`src/emue_pkg.sv`:
```
`timescale 1ns / 1ps
`default_nettype none
// ----------------------------------------------------------------------------
// emue_pkg
// Shared widths, constants and types for the multi-turn unwrap and filter.
// ----------------------------------------------------------------------------
package emue_pkg;

  localparam int unsigned BYTE_W       = 8;
  localparam int unsigned SAMPLE_W     = 12;
  localparam int unsigned TICK_W       = 32;
  localparam int unsigned TURNS_W      = 20;
  localparam int unsigned DEG_W        = 29;
  localparam int unsigned FILTER_SHIFT = 3;
  localparam int unsigned SUM_W        = TICK_W + FILTER_SHIFT;
  localparam int unsigned TURN_SHIFT   = 12;
  localparam int unsigned DEG_COEF_W   = 10;
  localparam int unsigned PROD_W       = TICK_W + DEG_COEF_W;

  localparam logic [DEG_COEF_W-1:0] DEG_PER_TURN = DEG_COEF_W'(360);
  localparam logic [PROD_W-1:0]     ROUND_HALF   = PROD_W'(2048);
  localparam logic [TURN_SHIFT-1:0] TRUNC_BIAS   = TURN_SHIFT'(4095);

  typedef logic [BYTE_W-1:0]          byte_t;
  typedef logic [SAMPLE_W-1:0]        sample_t;
  typedef logic signed [TICK_W-1:0]   tick_t;
  typedef logic signed [TURNS_W-1:0]  turns_t;
  typedef logic signed [DEG_W-1:0]    deg_t;

  typedef struct packed {
    sample_t raw;
    tick_t   filt;
  } filt_item_t;

endpackage
`default_nettype wire

```
`src/emue_capture.sv`:
```
`timescale 1ns / 1ps
`default_nettype none
// ----------------------------------------------------------------------------
// emue_capture
// Input register: joins the two sensor bytes into one 12-bit sample.
// ----------------------------------------------------------------------------
module emue_capture (
  input  wire logic            clk,
  input  wire logic            rst_n,
  input  wire logic            in_valid,
  output logic                 in_ready,
  input  wire emue_pkg::byte_t in_angle_high_byte,
  input  wire emue_pkg::byte_t in_angle_low_byte,
  output logic                 smp_valid,
  input  wire logic            smp_ready,
  output emue_pkg::sample_t    smp_raw
);
  import emue_pkg::*;

  logic    valid_r;
  logic    valid_nxt;
  sample_t raw_r;
  logic    take;

  assign in_ready  = !valid_r || smp_ready;
  assign take      = in_valid && in_ready;
  assign valid_nxt = take ? 1'b1 : (valid_r && !smp_ready);

  always_ff @(posedge clk) begin
    if (!rst_n) begin
      valid_r <= 1'b0;
    end else begin
      valid_r <= valid_nxt;
    end
  end

  // mask to 12 bits: upper nibble of the high byte is dropped
  always_ff @(posedge clk) begin
    if (take) begin
      raw_r <= {in_angle_high_byte[SAMPLE_W-BYTE_W-1:0], in_angle_low_byte};
    end
  end

  assign smp_valid = valid_r;
  assign smp_raw   = raw_r;

endmodule
`default_nettype wire

```
`src/emue_filter.sv`:
```
`timescale 1ns / 1ps
`default_nettype none
// ----------------------------------------------------------------------------
// emue_filter
// Unwraps the sample into a multi-turn tick count and applies the 7/8
// exponential filter; holds the running state.
// ----------------------------------------------------------------------------
module emue_filter (
  input  wire logic              clk,
  input  wire logic              rst_n,
  input  wire logic              smp_valid,
  output logic                   smp_ready,
  input  wire emue_pkg::sample_t smp_raw,
  output logic                   flt_valid,
  input  wire logic              flt_ready,
  output emue_pkg::filt_item_t   flt_item
);
  import emue_pkg::*;

  logic       valid_r;
  logic       valid_nxt;
  filt_item_t item_r;
  sample_t    prev_r;
  tick_t      tick_r;
  tick_t      filt_r;
  logic       first_r;

  logic             take;
  sample_t          prev_eff;
  tick_t            tick_base;
  tick_t            filt_base;
  sample_t          diff;
  tick_t            tick_nxt;
  logic [SUM_W-1:0] sum;
  tick_t            filt_nxt;

  assign smp_ready = !valid_r || flt_ready;
  assign take      = smp_valid && smp_ready;
  assign valid_nxt = take ? 1'b1 : (valid_r && !flt_ready);

  // first sample seeds the previous sample, tick count and filter
  always_comb begin
    prev_eff  = first_r ? smp_raw : prev_r;
    tick_base = first_r ? tick_t'({{(TICK_W-SAMPLE_W){1'b0}}, smp_raw}) : tick_r;
    filt_base = first_r ? tick_t'({{(TICK_W-SAMPLE_W){1'b0}}, smp_raw}) : filt_r;
    diff      = smp_raw - prev_eff;
    tick_nxt  = tick_base + tick_t'({{(TICK_W-SAMPLE_W){diff[SAMPLE_W-1]}}, diff});
    sum       = {filt_base, {FILTER_SHIFT{1'b0}}}
              - {{FILTER_SHIFT{filt_base[TICK_W-1]}}, filt_base}
              + {{FILTER_SHIFT{tick_nxt[TICK_W-1]}}, tick_nxt};
    filt_nxt  = tick_t'(sum[SUM_W-1:FILTER_SHIFT]);
  end

  always_ff @(posedge clk) begin
    if (!rst_n) begin
      valid_r <= 1'b0;
      first_r <= 1'b1;
      prev_r  <= '0;
      tick_r  <= '0;
      filt_r  <= '0;
    end else begin
      valid_r <= valid_nxt;
      if (take) begin
        first_r <= 1'b0;
        prev_r  <= smp_raw;
        tick_r  <= tick_nxt;
        filt_r  <= filt_nxt;
      end
    end
  end

  always_ff @(posedge clk) begin
    if (take) begin
      item_r.raw  <= smp_raw;
      item_r.filt <= filt_nxt;
    end
  end

  assign flt_valid = valid_r;
  assign flt_item  = item_r;

endmodule
`default_nettype wire

```
`src/emue_scale.sv`:
```
`timescale 1ns / 1ps
`default_nettype none
// ----------------------------------------------------------------------------
// emue_scale
// Output register: scales the filtered ticks to whole turns and to degrees.
// ----------------------------------------------------------------------------
module emue_scale (
  input  wire logic                 clk,
  input  wire logic                 rst_n,
  input  wire logic                 flt_valid,
  output logic                      flt_ready,
  input  wire emue_pkg::filt_item_t flt_item,
  output logic                      out_valid,
  input  wire logic                 out_ready,
  output emue_pkg::sample_t         out_raw_angle,
  output emue_pkg::tick_t           out_filtered_ticks,
  output emue_pkg::turns_t          out_turns,
  output emue_pkg::deg_t            out_angle_degrees
);
  import emue_pkg::*;

  logic    valid_r;
  logic    valid_nxt;
  sample_t raw_r;
  tick_t   filt_r;
  turns_t  turns_r;
  deg_t    deg_r;

  logic                     take;
  logic                     neg;
  logic [TICK_W:0]          tsum;
  logic signed [PROD_W-1:0] prod;
  logic [PROD_W-1:0]        mag;
  logic [PROD_W-1:0]        rounded;
  deg_t                     deg_mag;
  turns_t                   turns_nxt;
  deg_t                     deg_nxt;

  assign flt_ready = !valid_r || out_ready;
  assign take      = flt_valid && flt_ready;
  assign valid_nxt = take ? 1'b1 : (valid_r && !out_ready);

  // turns truncate toward zero, degrees round half away from zero
  always_comb begin
    neg       = flt_item.filt[TICK_W-1];
    tsum      = {neg, flt_item.filt}
              + {{(TICK_W+1-TURN_SHIFT){1'b0}}, (neg ? TRUNC_BIAS : '0)};
    turns_nxt = turns_t'(tsum[TURN_SHIFT +: TURNS_W]);
    prod      = $signed({{(PROD_W-TICK_W){neg}}, flt_item.filt})
              * $signed({{(PROD_W-DEG_COEF_W){1'b0}}, DEG_PER_TURN});
    mag       = neg ? (-prod) : prod;
    rounded   = mag + ROUND_HALF;
    deg_mag   = deg_t'(rounded[TURN_SHIFT +: DEG_W]);
    deg_nxt   = neg ? (-deg_mag) : deg_mag;
  end

  always_ff @(posedge clk) begin
    if (!rst_n) begin
      valid_r <= 1'b0;
    end else begin
      valid_r <= valid_nxt;
    end
  end

  always_ff @(posedge clk) begin
    if (take) begin
      raw_r   <= flt_item.raw;
      filt_r  <= flt_item.filt;
      turns_r <= turns_nxt;
      deg_r   <= deg_nxt;
    end
  end

  assign out_valid          = valid_r;
  assign out_raw_angle      = raw_r;
  assign out_filtered_ticks = filt_r;
  assign out_turns          = turns_r;
  assign out_angle_degrees  = deg_r;

endmodule
`default_nettype wire

```
`src/encoder_multiturn_unwrap_ema_unit.sv`:
```
`timescale 1ns / 1ps
`default_nettype none
// ----------------------------------------------------------------------------
// encoder_multiturn_unwrap_ema_unit
// Multi-turn unwrap of a 12-bit absolute angle sensor with a 7/8 filter.
//
// Input channel (in_valid/in_ready) carries the two sensor bytes of one
// sample; the result channel (out_valid/out_ready) returns the raw sample,
// the filtered tick position, whole turns and degrees for every item.
// An accepted item passes the input, filter and output registers in turn
// before its result is presented on the result channel.
// Throughput: one item per cycle while out_ready is held high; the tick
// count and filter state close their loop within the filter stage.
// Each stage takes a new item when empty or when its contents move on, so
// a result waiting at the output does not block the stages behind it
// until all three registers are full; then in_ready drops.
// Reset clears all valid flags and re-arms seeding: the first item after
// reset sets the tick count and filter to its own sample.
// ----------------------------------------------------------------------------
module encoder_multiturn_unwrap_ema_unit (
  input  wire logic            clk,
  input  wire logic            rst_n,
  input  wire logic            in_valid,
  output logic                 in_ready,
  input  wire emue_pkg::byte_t in_angle_high_byte,
  input  wire emue_pkg::byte_t in_angle_low_byte,
  output logic                 out_valid,
  input  wire logic            out_ready,
  output emue_pkg::sample_t    out_raw_angle,
  output emue_pkg::tick_t      out_filtered_ticks,
  output emue_pkg::turns_t     out_turns,
  output emue_pkg::deg_t       out_angle_degrees
);
  import emue_pkg::*;

  logic       smp_valid;
  logic       smp_ready;
  sample_t    smp_raw;
  logic       flt_valid;
  logic       flt_ready;
  filt_item_t flt_item;

  emue_capture u_capture (
    .clk                (clk),
    .rst_n              (rst_n),
    .in_valid           (in_valid),
    .in_ready           (in_ready),
    .in_angle_high_byte (in_angle_high_byte),
    .in_angle_low_byte  (in_angle_low_byte),
    .smp_valid          (smp_valid),
    .smp_ready          (smp_ready),
    .smp_raw            (smp_raw)
  );

  emue_filter u_filter (
    .clk       (clk),
    .rst_n     (rst_n),
    .smp_valid (smp_valid),
    .smp_ready (smp_ready),
    .smp_raw   (smp_raw),
    .flt_valid (flt_valid),
    .flt_ready (flt_ready),
    .flt_item  (flt_item)
  );

  emue_scale u_scale (
    .clk                (clk),
    .rst_n              (rst_n),
    .flt_valid          (flt_valid),
    .flt_ready          (flt_ready),
    .flt_item           (flt_item),
    .out_valid          (out_valid),
    .out_ready          (out_ready),
    .out_raw_angle      (out_raw_angle),
    .out_filtered_ticks (out_filtered_ticks),
    .out_turns          (out_turns),
    .out_angle_degrees  (out_angle_degrees)
  );

endmodule
`default_nettype wire

```
`config.mk`:
```
export PLATFORM = sky130hd
export DESIGN_NAME = encoder_multiturn_unwrap_ema_unit
export DESIGN_NICKNAME = d
export VERILOG_FILES = /design/src/emue_pkg.sv /design/src/emue_capture.sv /design/src/emue_filter.sv /design/src/emue_scale.sv /design/src/encoder_multiturn_unwrap_ema_unit.sv
export SDC_FILE = /design/constraint.sdc
export NUM_CORES = 1
export LEC_CHECK = 0
export BUFFER_PORTS_ARGS = -buffer_cell sky130_fd_sc_hd__buf_2
export CORE_MARGIN = 8
export CORE_UTILIZATION = 50
export DETAILED_ROUTE_END_ITERATION = 6
export PLACE_DENSITY = 0.67
export SETUP_SLACK_MARGIN = 0.2
export SLEW_MARGIN = 20
export SYNTH_ARGS = -nofsm -noshare
export SYNTH_HDL_FRONTEND = slang
export SYNTH_SLANG_ARGS = --single-unit
export TNS_END_PERCENT = 20
```
`constraint.sdc`:
```
create_clock -name clk -period 22.2 [get_ports clk]
set_clock_uncertainty 0.2 [all_clocks]
set_input_delay 3.33 -clock clk [delete_from_list [all_inputs] [get_ports clk]]
set_output_delay 3.33 -clock clk [all_outputs]
set_load 0.01 [all_outputs]
```
; After elaboration in Yosys (flattened, before gate mapping)
; Cells that the tools add are included.
[totals]
ff_bits = 229
inputBits = 20
output_inout_bits = 95
word_cells = 47
[classes]
n_addsub = 8
n_mul = 1
muxes = 9
n_reduce_logical = 15
[op_table]
columns = op, n
row1 = 2-to-1 mux 32 bit, 2
row2 = adder 41 x 12 -> 41 bit (second input constant), 1
row3 = 2-to-1 mux 41 bit, 1
row4 = negator 41 bit, 1
row5 = multiplier 32 x 7 -> 38 bit (second input constant), 1
row6 = adder 35 bit, 1
row7 = subtractor 35 bit, 1
row8 = adder 32 x 12 -> 32 bit, 1
row9 = adder 32 x 13 -> 32 bit, 1
row10 = 2-to-1 mux 29 bit, 1
row11 = negator 29 bit, 1
row12 = 2-to-1 mux 12 bit, 2
row13 = subtractor 12 bit, 1
row14 = logical AND 1 bit, 6
row15 = zero test 1 bit, 6
row16 = logical OR 1 bit, 3
row17 = 2-to-1 mux 1 bit, 3

; Longest topological paths before layout
; Gate-level depths: netlist of the first run.
[depth]
depth_word = 6
depth_mapped = 40
depth_no_buf = 38

; Modules after synthesis
; Synthesis of the first run repeated with hierarchy kept, for this count alone.
[hier_totals]
hier_cells = 2309
hier_area_um2 = 20643.5
[by_module_without_submodules]
columns = module, instances, cells_per_inst, area_per_inst_um2, seq_area_each_um2
row1 = emue_scale, 1, 1168, 10925.5, 2812.7
row2 = emue_filter, 1, 1124, 9300.2, 2882.8
row3 = emue_capture, 1, 17, 417.9, 380.4

; Worst setup path after synthesis of the first run
; No wires, ideal clock.
[synth_timing]
kind = reg-to-reg
from = reg u_filter.first_r
to = reg u_filter.filt_r[31]
setup_time_ns = 0.116
t_arrival_ns = 8.618
required_time_ns = 21.884
path_slack_ns = 13.266
stages_incl_launch_ff = 37
path_buffers = 3
period_less_slack_ns = 8.934
cell_sequence = dfxtp_1 > clkbuf_1 > clkbuf_1 > clkbuf_1 > mux2i_1 > ha_1 > nor2b_1 > o21ai_0 > a21boi_0 > o21ai_0 > a21boi_0 > o21ai_0 > a21boi_0 > o21ai_0 > nand2b_1 > a31oi_1 > xnor2_1 > ha_1 > or2_2 > a21oi_1 > o31ai_1 > nor4_1 > o31ai_1 > or2_2 > xor2_1 > fa_1 > ha_1 > and4_1 > a21oi_1 > nand2_1 > a31oi_1 > o211ai_1 > a31o_2 > o2111a_1 > a311oi_1 > mux2i_1 > a31o_2
[synth_between]
elab_chain_len = 4
elab_cells_between_ends = 7
classes_between = 4 x add/sub / 3 x mux
[synth_lines]
columns = element, line
row1 = "start, declared", emue_filter.sv:26  ; logic first_r;
row2 = "start signal, assigned", emue_filter.sv:57  ; first_r <= 1'b1;
row3 = "start signal, assigned", emue_filter.sv:64  ; first_r <= 1'b0;
row4 = 2-to-1 mux 12 bit, emue_filter.sv:43  ; prev_eff = first_r ? smp_raw : prev_r;
row5 = subtractor 12 bit, emue_filter.sv:46  ; diff = smp_raw - prev_eff;
row6 = adder 32 x 12 -> 32 bit *, emue_filter.sv:47  ; tick_nxt = tick_base + tick_t'({{(TICK_W-SAMPLE_W){diff[SAMPLE_W-1]}}, diff});
row7 = via u_filter.tick_nxt[22], emue_filter.sv:33  ; tick_t tick_nxt;
row8 = adder 35 bit *, emue_filter.sv:50  ; + {{FILTER_SHIFT{tick_nxt[TICK_W-1]}}, tick_nxt};
row9 = "end signal, assigned", emue_filter.sv:67  ; filt_r <= filt_nxt;
row10 = "end, declared", emue_filter.sv:25  ; tick_t filt_r;
; The timed path passes the listed nets; every way through them passes the cells marked *.
; A chain may end at the register's enable or synchronous reset.

; Final worst setup path of the first run
[layout_timing]
from = reg u_filter.first_r
to = reg u_filter.item_r, in the netlist u_filter.flt_item[31] (data pin)
[layout_between]
elab_chain_len = 4
elab_cells_between_ends = 7
classes_between = 4 x add/sub / 3 x mux
[layout_lines]
columns = element, line
row1 = 2-to-1 mux 12 bit, emue_filter.sv:43
row2 = subtractor 12 bit, emue_filter.sv:46
row3 = adder 32 x 12 -> 32 bit *, emue_filter.sv:47
row4 = via u_filter.tick_nxt[22], emue_filter.sv:33
row5 = adder 35 bit *, emue_filter.sv:50
row6 = via u_filter.sum[34], emue_filter.sv:34  ; logic [SUM_W-1:0] sum;
row7 = "end, declared", emue_filter.sv:22  ; filt_item_t item_r;
; Marked as above.

==> metrics.cfg, run 1 <==
[sta]
min_period_ps = 9640
fin_tns_setup_ps = 0
fmax_ghz = 0.104
hold_violations = 0
grt_setup_unrepaired = false
setup_viol = 0
relSlewSlack_pct = 24.6
period_share_pct = 43.4
tightest_slew_ps = 1120
slew_violations = 0

[synth]
syn_nets = 2491
yosysSeqAreaShare_pct = 30.0
yosys-top-cells-area = edfxtp_1 (22%), ha_1 (12%), fa_1 (9.2%)
synthFlopType = edfxtp_1
synth_edf_count = 149
netlist.area_leader.share_pct = 22.1
synth_largest_area_cell = edfxtp_1
syn_inst = 2189
avgSynthCellArea_um2 = 9.26
syn_area_um2 = 20300
yosysUniqueCellTypes = 91
ys_warn_count = 0
synth_seq_cells = 229
async_flop_share_pct = 0

[global_routing]
antenna_found_initial = 0
overflow = 0
grt_pass1_wl_um = 73400
grt_pass1_vias = 15400
track_usage_pct = 18.2
grt_max_degree = 83

[finish]
drive_gt1_share_pct = 9.97
antennaDiodeCount = 0
nNetsFinal = 2567
stdcell_count = 2811
final_core_util_pct = 55.6
area_growth_pct = 9.51

[die]
rows = 73
core_area_um2 = 39900
die_w_um = 217
start_util_pct = 50.8
num_io_pins = 115
die_area_um2 = 47200
die_h_um = 217

[cts]
cts.sink_count = 229
htree_num_levels = 1
root_buffer = clkbuf_16
holdBufCountCts = 0
numCtsBuffers = 27
cts_buffer_depth = 3
clkTransAtPathRegs_ps = 60
post_cts_buffers = 0
cts_tree = done
cts_resized = 0
clk_latency_ps = 570

[setup_path]
end_kind = flop
cp_max_fo = 40
cp_common_cell = o21ai_0
critical_path.slowest_cell = a311oi_1
arrival_ps = 9680
worstPathRequired_ps = 22240
critPathMaxStageDelay_ps = 460
startpoint_type = flop
critical_path_class = flop to flop

[placed_design]
dp_hpwl_um = 33700
gp_congestion = 0.881
portBuffers = 110
dp_cells = 2761

[route]
vias = 15500
wl_per_cell_um = 15.7
drt-total-wl_um = 44300
drc_errors = 0
detail_route.first_pass.iterations = 5
viasPerCell = 5.52
ant_nets = 0
drt-initial-drc-count = 907

[min_path]
worstHoldPathType = flop to flop

[status]
status = complete, no violations

[flow_run]
maxCapViolations = 0

-- Yosys cell counts (6+ instances only) --
cell,count
nand2_1,252
inv_1,232
ha_1,189
edfxtp_1,149
xnor2_1,148
a21oi_1,107
fa_1,93
nor2_1,89
dfxtp_1,80
o21ai_0,75
a21boi_0,67
clkbuf_1,56
xor2_1,43
a21o_1,41
nor2b_1,41
nor3_1,38
nand3_1,37
o21a_1,35
nand2b_1,33
nand4_1,24
or3_1,23
a31oi_1,22
mux2i_1,21
and2_1,20
o31ai_1,20
a211oi_1,17
and3_1,17
and4_1,13
buf_1,11
nor4_1,11
o211ai_1,10
o21bai_1,10
or2_2,10
or4_1,10
a211o_1,9
a2111oi_0,8
mux2_2,8
nor3b_1,6
o31a_1,6
-- sequential cells by signal, summed over array words and instances (netlist names), 12 cells and up --
signal and flops:
u_scale.out_turns 20, u_scale.out_filtered_ticks 32, u_capture.smp_raw 12, u_scale.out_angle_degrees 29
u_filter.filt_r 32, u_scale.out_raw_angle 12, u_filter.flt_item 44, u_filter.prev_r 12
u_filter.tick_r 32
-- kinds of logic after synthesis --
family / Yosys count / share of synthesized area [%]
compound gates: 503 / 17.5
xor+xnor: 193 / 8.42
fa+ha+maj: 282 / 20.9
buf+inv: 309 / 5.88
flops: 229 / 30.0
mux: 29 / 1.48
simple gates: 644 / 15.9
-- metal layers --
layer	global-route usage, %	share of wire, %
met1	22.4	45
met2	33.5	50
met3	2.25	3.9
met4	4.24	1.7
met5	0	0
-- critical path, delay by kind of cell, from the launching register on --
family | cells | cell delay [ps]
adders and majority gates | 4 | 1350
xor gates and xnor gates | 3 | 540
DFF | 1 | 320
buffers and inverters | 2 | 630
and+or+nand+nor | 7 | 1660
muxes | 1 | 340
AOI/OAI and AO/OA | 17 | 4230
-- worst paths after layout --
kind                         start                         to  slack, ps  cells after the start
max               u_filter.first_r      u_filter.flt_item[31]      12560                     34
min          u_filter.flt_item[42]  u_scale.out_raw_angle[10]        220                      0
max reg2reg       u_filter.first_r      u_filter.flt_item[31]      12560                     34
min reg2reg  u_filter.flt_item[42]  u_scale.out_raw_angle[10]        220                      0
-- cell type report --
class                      count  area (µm²)
multi-input combinational   1651       13000
fill                        3528       17700
sequential                   229        6080
timing repair buffer         123         648
clock inverter                15         164
clock buffer                  35         756
tap                          525         657
inverter                     233         877
-- cell usage in the layout (no fill, tap or decap), types with 11 or more instances in the layout --
cell type	n
a21oi_1	107
nand2b_1	33
buf_4	13
o31ai_1	20
a211oi_1	17
or3_1	23
clkbuf_16	27
fa_1	93
dfxtp_1	79
xnor2_1	148
a21o_1	41
nor4_1	11
ha_1	189
and3_1	17
nand3_1	37
a31oi_1	22
a21boi_0	67
nand4_1	24
nor2_1	89
inv_1	232
xor2_1	43
nor2b_1	40
o21ai_0	75
and4_1	13
and2_1	20
edfxtp_1	149
nor3_1	38
buf_2	110
mux2i_1	21
o21a_1	35
nand2_1	251
-- stage by stage --
step / hold WS (ps) / setup WS (ps) / instance area (µm²)
global placement: 203 / 13030 / 21300
detailed placement: 205 / 12750 / 21300
finish: 219 / 12560 / 22200
CTS: 219 / 12700 / 22200
floorplan: 200 / 13270 / 20300
global route: 221 / 11650 / 22200
Power of run 1 is not shown: default switching activity piles up to over one toggle a cycle in this logic, so the estimate is an artifact.
==> inputs of run 2 (changes only) <==
Settings changed: PLACE_DENSITY 0.67 to 0.7.
Clock period 22.2 ns to 7.71 ns, I/O delays scaled along.
==> run 2 against run 1 <==
  * Non-clock buffer count increased by 170
  * Global-route usage grew 1.2 points
  * Highest routed layer unchanged
  * Routed wire length is 8.3% higher
  * Sequential share of layout area fell by 2.5 points
  * Sequential cell count stayed put
==> metrics.cfg, run 2 (synthesis results as in run 1) <==
[cts]
numCtsBuffers = 26
root_buffer = clkbuf_16
cts_tree = done
clkTransAtPathRegs_ps = 60
cts.sink_count = 229
htree_num_levels = 1
clk_latency_ps = 590
cts_buffer_depth = 3
holdBufCountCts = 0

[finish]
final_common_cell = nand2_1
area_growth_pct = 20.7
multi_input_area_um2 = 13900
nFillCells = 3325
layout_common_cells = nand2_1 (248), inv_1 (230), buf_4 (177), ha_1 (167), edfxtp_1 (149)
drive_gt1_share_pct = 21.4
antennaDiodeCount = 0
nNetsFinal = 2736
ff_latch_area_um2 = 6080
largest_reg_flops = 44
final_cell_area_um2 = 24500

[setup_path]
crit_family = compound AO/OA/AOI/OAI gates
critPathMaxStageDelay_ps = 600
worstPathRequired_ps = 7970
arrival_ps = 7720
end_kind = flop
critPathBufInv = 3
cp_max_fo = 4
critical_path.slowest_cell = fa_1
critical_path_class = flop to flop
startpoint_type = flop

[global_routing]
grt_pass1_vias = 16200
overflow = 0
grt_max_degree = 83
grt_pass1_wl_um = 77900
antenna_found_initial = 0
track_usage_pct = 19.4

[sta]
fmax_ghz = 0.134
period_share_pct = 96.8
tightest_slew_ps = 869
setup_viol = 0
relSlewSlack_pct = 42.1
hold_violations = 0
slew_violations = 0
grt_setup_unrepaired = true
min_period_ps = 7460

[route]
drc_errors = 0
vias = 16300
drt-initial-drc-count = 933
wl_per_cell_um = 16.1
viasPerCell = 5.47
ant_nets = 0
detail_route.first_pass.iterations = 6
drt-total-wl_um = 47900

[flow_run]
maxCapViolations = 0

[min_path]
worstHoldPathType = flop to flop

[status]
status = complete, no violations

[placed_design]
gp_congestion = 0.879
dp_hpwl_um = 35100
portBuffers = 110
place_area_um2 = 22100

[die]
num_io_pins = 115
die_h_um = 217
rows = 73
die_w_um = 217
die_area_um2 = 47200
core_area_um2 = 39900
start_util_pct = 50.8

[run 2: routing by layer]
metal	track usage, %	routed length (µm)	vias to the layer above
met5	0	0	-
met4	5.73	1180	0
met3	2.47	1760	66
met2	35.4	24200	278
met1	23.6	20800	7752
li1	-	-	8212
[run 2: worst paths after layout]
check | slack (ps) | start | end | cells after the start
worst min register to register | 220 | u_filter.flt_item[43] | u_scale.out_raw_angle[11] | 0
worst max register to register | 250 | u_capture.smp_raw[1] | u_filter.filt_r[31] | 36
worst min-delay path | 220 | u_filter.flt_item[43] | u_scale.out_raw_angle[11] | 0
worst max-delay path | 250 | u_capture.smp_raw[1] | u_filter.filt_r[31] | 36
[run 2: area by class of cell]
type	count	area share, %
clock buffers	33	2.85
clock inverters	15	1.05
inverters	233	3.59
multi-input cells	1651	57.0
flip-flops and latches	229	24.9
well taps	525	2.69
repair buffers	293	8.00
[run 2: timing repair]
action | CTS | global route
pin swaps | 56 | 89
resized for setup | 67 | 108
cloned | 0 | 0
setup endpoints to repair | 16 | 29
buffers inserted | 31 | 35
[run 2: per-stage QoR]
| stage | hold slack, ps | setup TNS, ps | worst slack (ps) | cells | utilization [%] |
|---|---|---|---|---|---|
| 2_1_floorplan | 200 | 0 | 202 | 2189 | - |
| 3_3_place_gp | 202 | 0 | 72.0 | 2865 | 55.5 |
| 3_5_place_dp | 205 | -31.0 | -22.5 | 2865 | 55.5 |
| 4_1_cts | 220 | 0 | 192 | 2944 | 59.4 |
| 5_1_grt | 226 | -287 | -162 | 2979 | 61.3 |
| 6_report | 218 | 0 | 246 | 2979 | 61.3 |
Power of run 2 is left out for the same reason.
==> inputs of run 3 (changes only) <==
Settings changed: CORE_ASPECT_RATIO set to 1.25, CORE_UTILIZATION 50 to 57, PLACE_DENSITY 0.7 to 0.78.
==> run 3 against run 2 <==
  * Worst setup slack worse by 39 ps
  * Cell count decreased by 2.9%
  * Via count grew 2.9%
  * Cell area is 2.0% lower
  * Die area down 11%
  * Critical endpoint unchanged
  * Highest routed layer unchanged
==> metrics.cfg, run 3 (synthesis results as in run 1) <==
[placed_design]
dp_hpwl_um = 35000
gp_congestion = 0.896
pre_cts_slack_ps = -138
portBuffers = 110

[global_routing]
track_usage_pct = 22.1
grt_max_degree = 84
antenna_found_initial = 0
grt_pass1_wl_um = 76900
overflow = 0
grt_pass1_vias = 16700

[min_path]
holdPathEnd = u_scale.out_raw_angle[0]
worstHoldPathCells = 0
worstHoldPathType = flop to flop
hold_path_startpoint = u_filter.flt_item[32]

[route]
wl_per_cell_um = 17.2
detail_route.first_pass.iterations = 5
drc_errors = 0
drt-initial-drc-count = 979
ant_nets = 0
drt-total-wl_um = 49700
viasPerCell = 5.80
vias = 16800

[finish]
area_growth_pct = 18.2
drive_gt1_share_pct = 20.1
nFillCells = 2640
largest_reg_flops = 44
final_common_cell = nand2_1
antennaDiodeCount = 0
nNetsFinal = 2701
layout_common_cells = nand2_1 (250), inv_1 (232), ha_1 (167), edfxtp_1 (149), buf_4 (145)

[die]
rows = 77
start_util_pct = 57.5
core_area_um2 = 35300
die_area_um2 = 41900
num_io_pins = 115
die_h_um = 227
die_w_um = 185

[cts]
root_buffer = clkbuf_16
cts_tree = done
cts_buffer_depth = 3
cts.sink_count = 229
numCtsBuffers = 25
clk_latency_ps = 550
htree_num_levels = 1
clkTransAtPathRegs_ps = 60

[sta]
period_share_pct = 97.3
slew_violations = 0
tightest_slew_ps = 981
fmax_ghz = 0.133
setup_viol = 0
min_period_ps = 7500
relSlewSlack_pct = 34.6
hold_violations = 0
grt_setup_unrepaired = true
worst_slack_ps = 206

[setup_path]
worstPathRequired_ps = 7950
critical_path.slowest_cell = fa_1
critical_path_class = flop to flop
startpoint_type = flop
r2r_slack_ps = 210
critPathBufInv = 3
cp_max_fo = 5
crit_family = compound AO/OA/AOI/OAI gates
rr_startpoint = u_filter.first_r
timing.rr.end = u_filter.filt_r[31]
end_kind = flop
critPathMaxStageDelay_ps = 530
cp_common_cell = a21oi_2
arrival_ps = 7740
reg2reg_depth = 35

[status]
status = complete, no violations

[flow_run]
maxCapViolations = 0

run 3: changes by cell type in the layout (fill, tap and decap cells not counted), sizes merged:
cell / previous run / this run
clkbuf: 33 / 30
inv: 234 / 239
clkinv: 8 / 6
bufinv: 6 / 1
buf: 293 / 259
clkinvlp: 0 / 3
run 3: worst max path at each step:
stage	from	endpoint	slack, ps	depth (start not counted)
after floorplan	u_filter.first_r	u_filter.filt_r[31]	200	36
after global placement	u_capture.smp_raw[1]	u_filter.filt_r[31]	100	34
after detailed placement	u_capture.smp_raw[0]	u_filter.filt_r[31]	-140	35
after CTS	u_capture.smp_raw[0]	u_filter.filt_r[31]	160	38
after global routing	u_filter.first_r	u_filter.filt_r[31]	-140	35
final	u_filter.first_r	u_filter.filt_r[31]	210	35
run 3: metal layers:
layer	up-vias	global-route usage, %	share of wire (%)
li1	8116	-	-
met1	8074	23.9	39
met2	448	42.6	53
met3	141	2.29	4.0
met4	0	9.57	4.3
met5	-	0	0
run 3: area by class of cell:
cell class	instances	area, µm²	share of cell area, %
multi-input combinational	1651	13900	58.1
inverter	233	877	3.66
clock inverter	16	133	0.554
timing repair buffer	259	1690	7.07
clock buffer	30	664	2.77
tap	474	593	2.48
sequential	229	6080	25.4
run 3: metrics by stage:
| stage | util (%) | hold WS (ps) | cells | TNS (ps) | cell area (µm²) |
|---|---|---|---|---|---|
| final | 67.9 | 219 | 2892 | 0 | 24000 |
| after global routing | 67.9 | 228 | 2892 | -357 | 24000 |
| after CTS | 65.1 | 221 | 2850 | 0 | 23000 |
| after detailed placement | 62.0 | 205 | 2784 | -336 | 21800 |
| after global placement | 62.0 | 204 | 2784 | 0 | 21800 |
| after floorplan | - | 200 | 2189 | 0 | 20400 |
run 3: what timing repair did:
item / 4_1_cts / 5_1_grt
setup endpoints to repair: 17 / 29
pin swaps: 16 / 90
hold buffers: 0 / 0
resized for setup: 37 / 127
buffers inserted: 20 / 42
Power of run 3 is left out for the same reason.
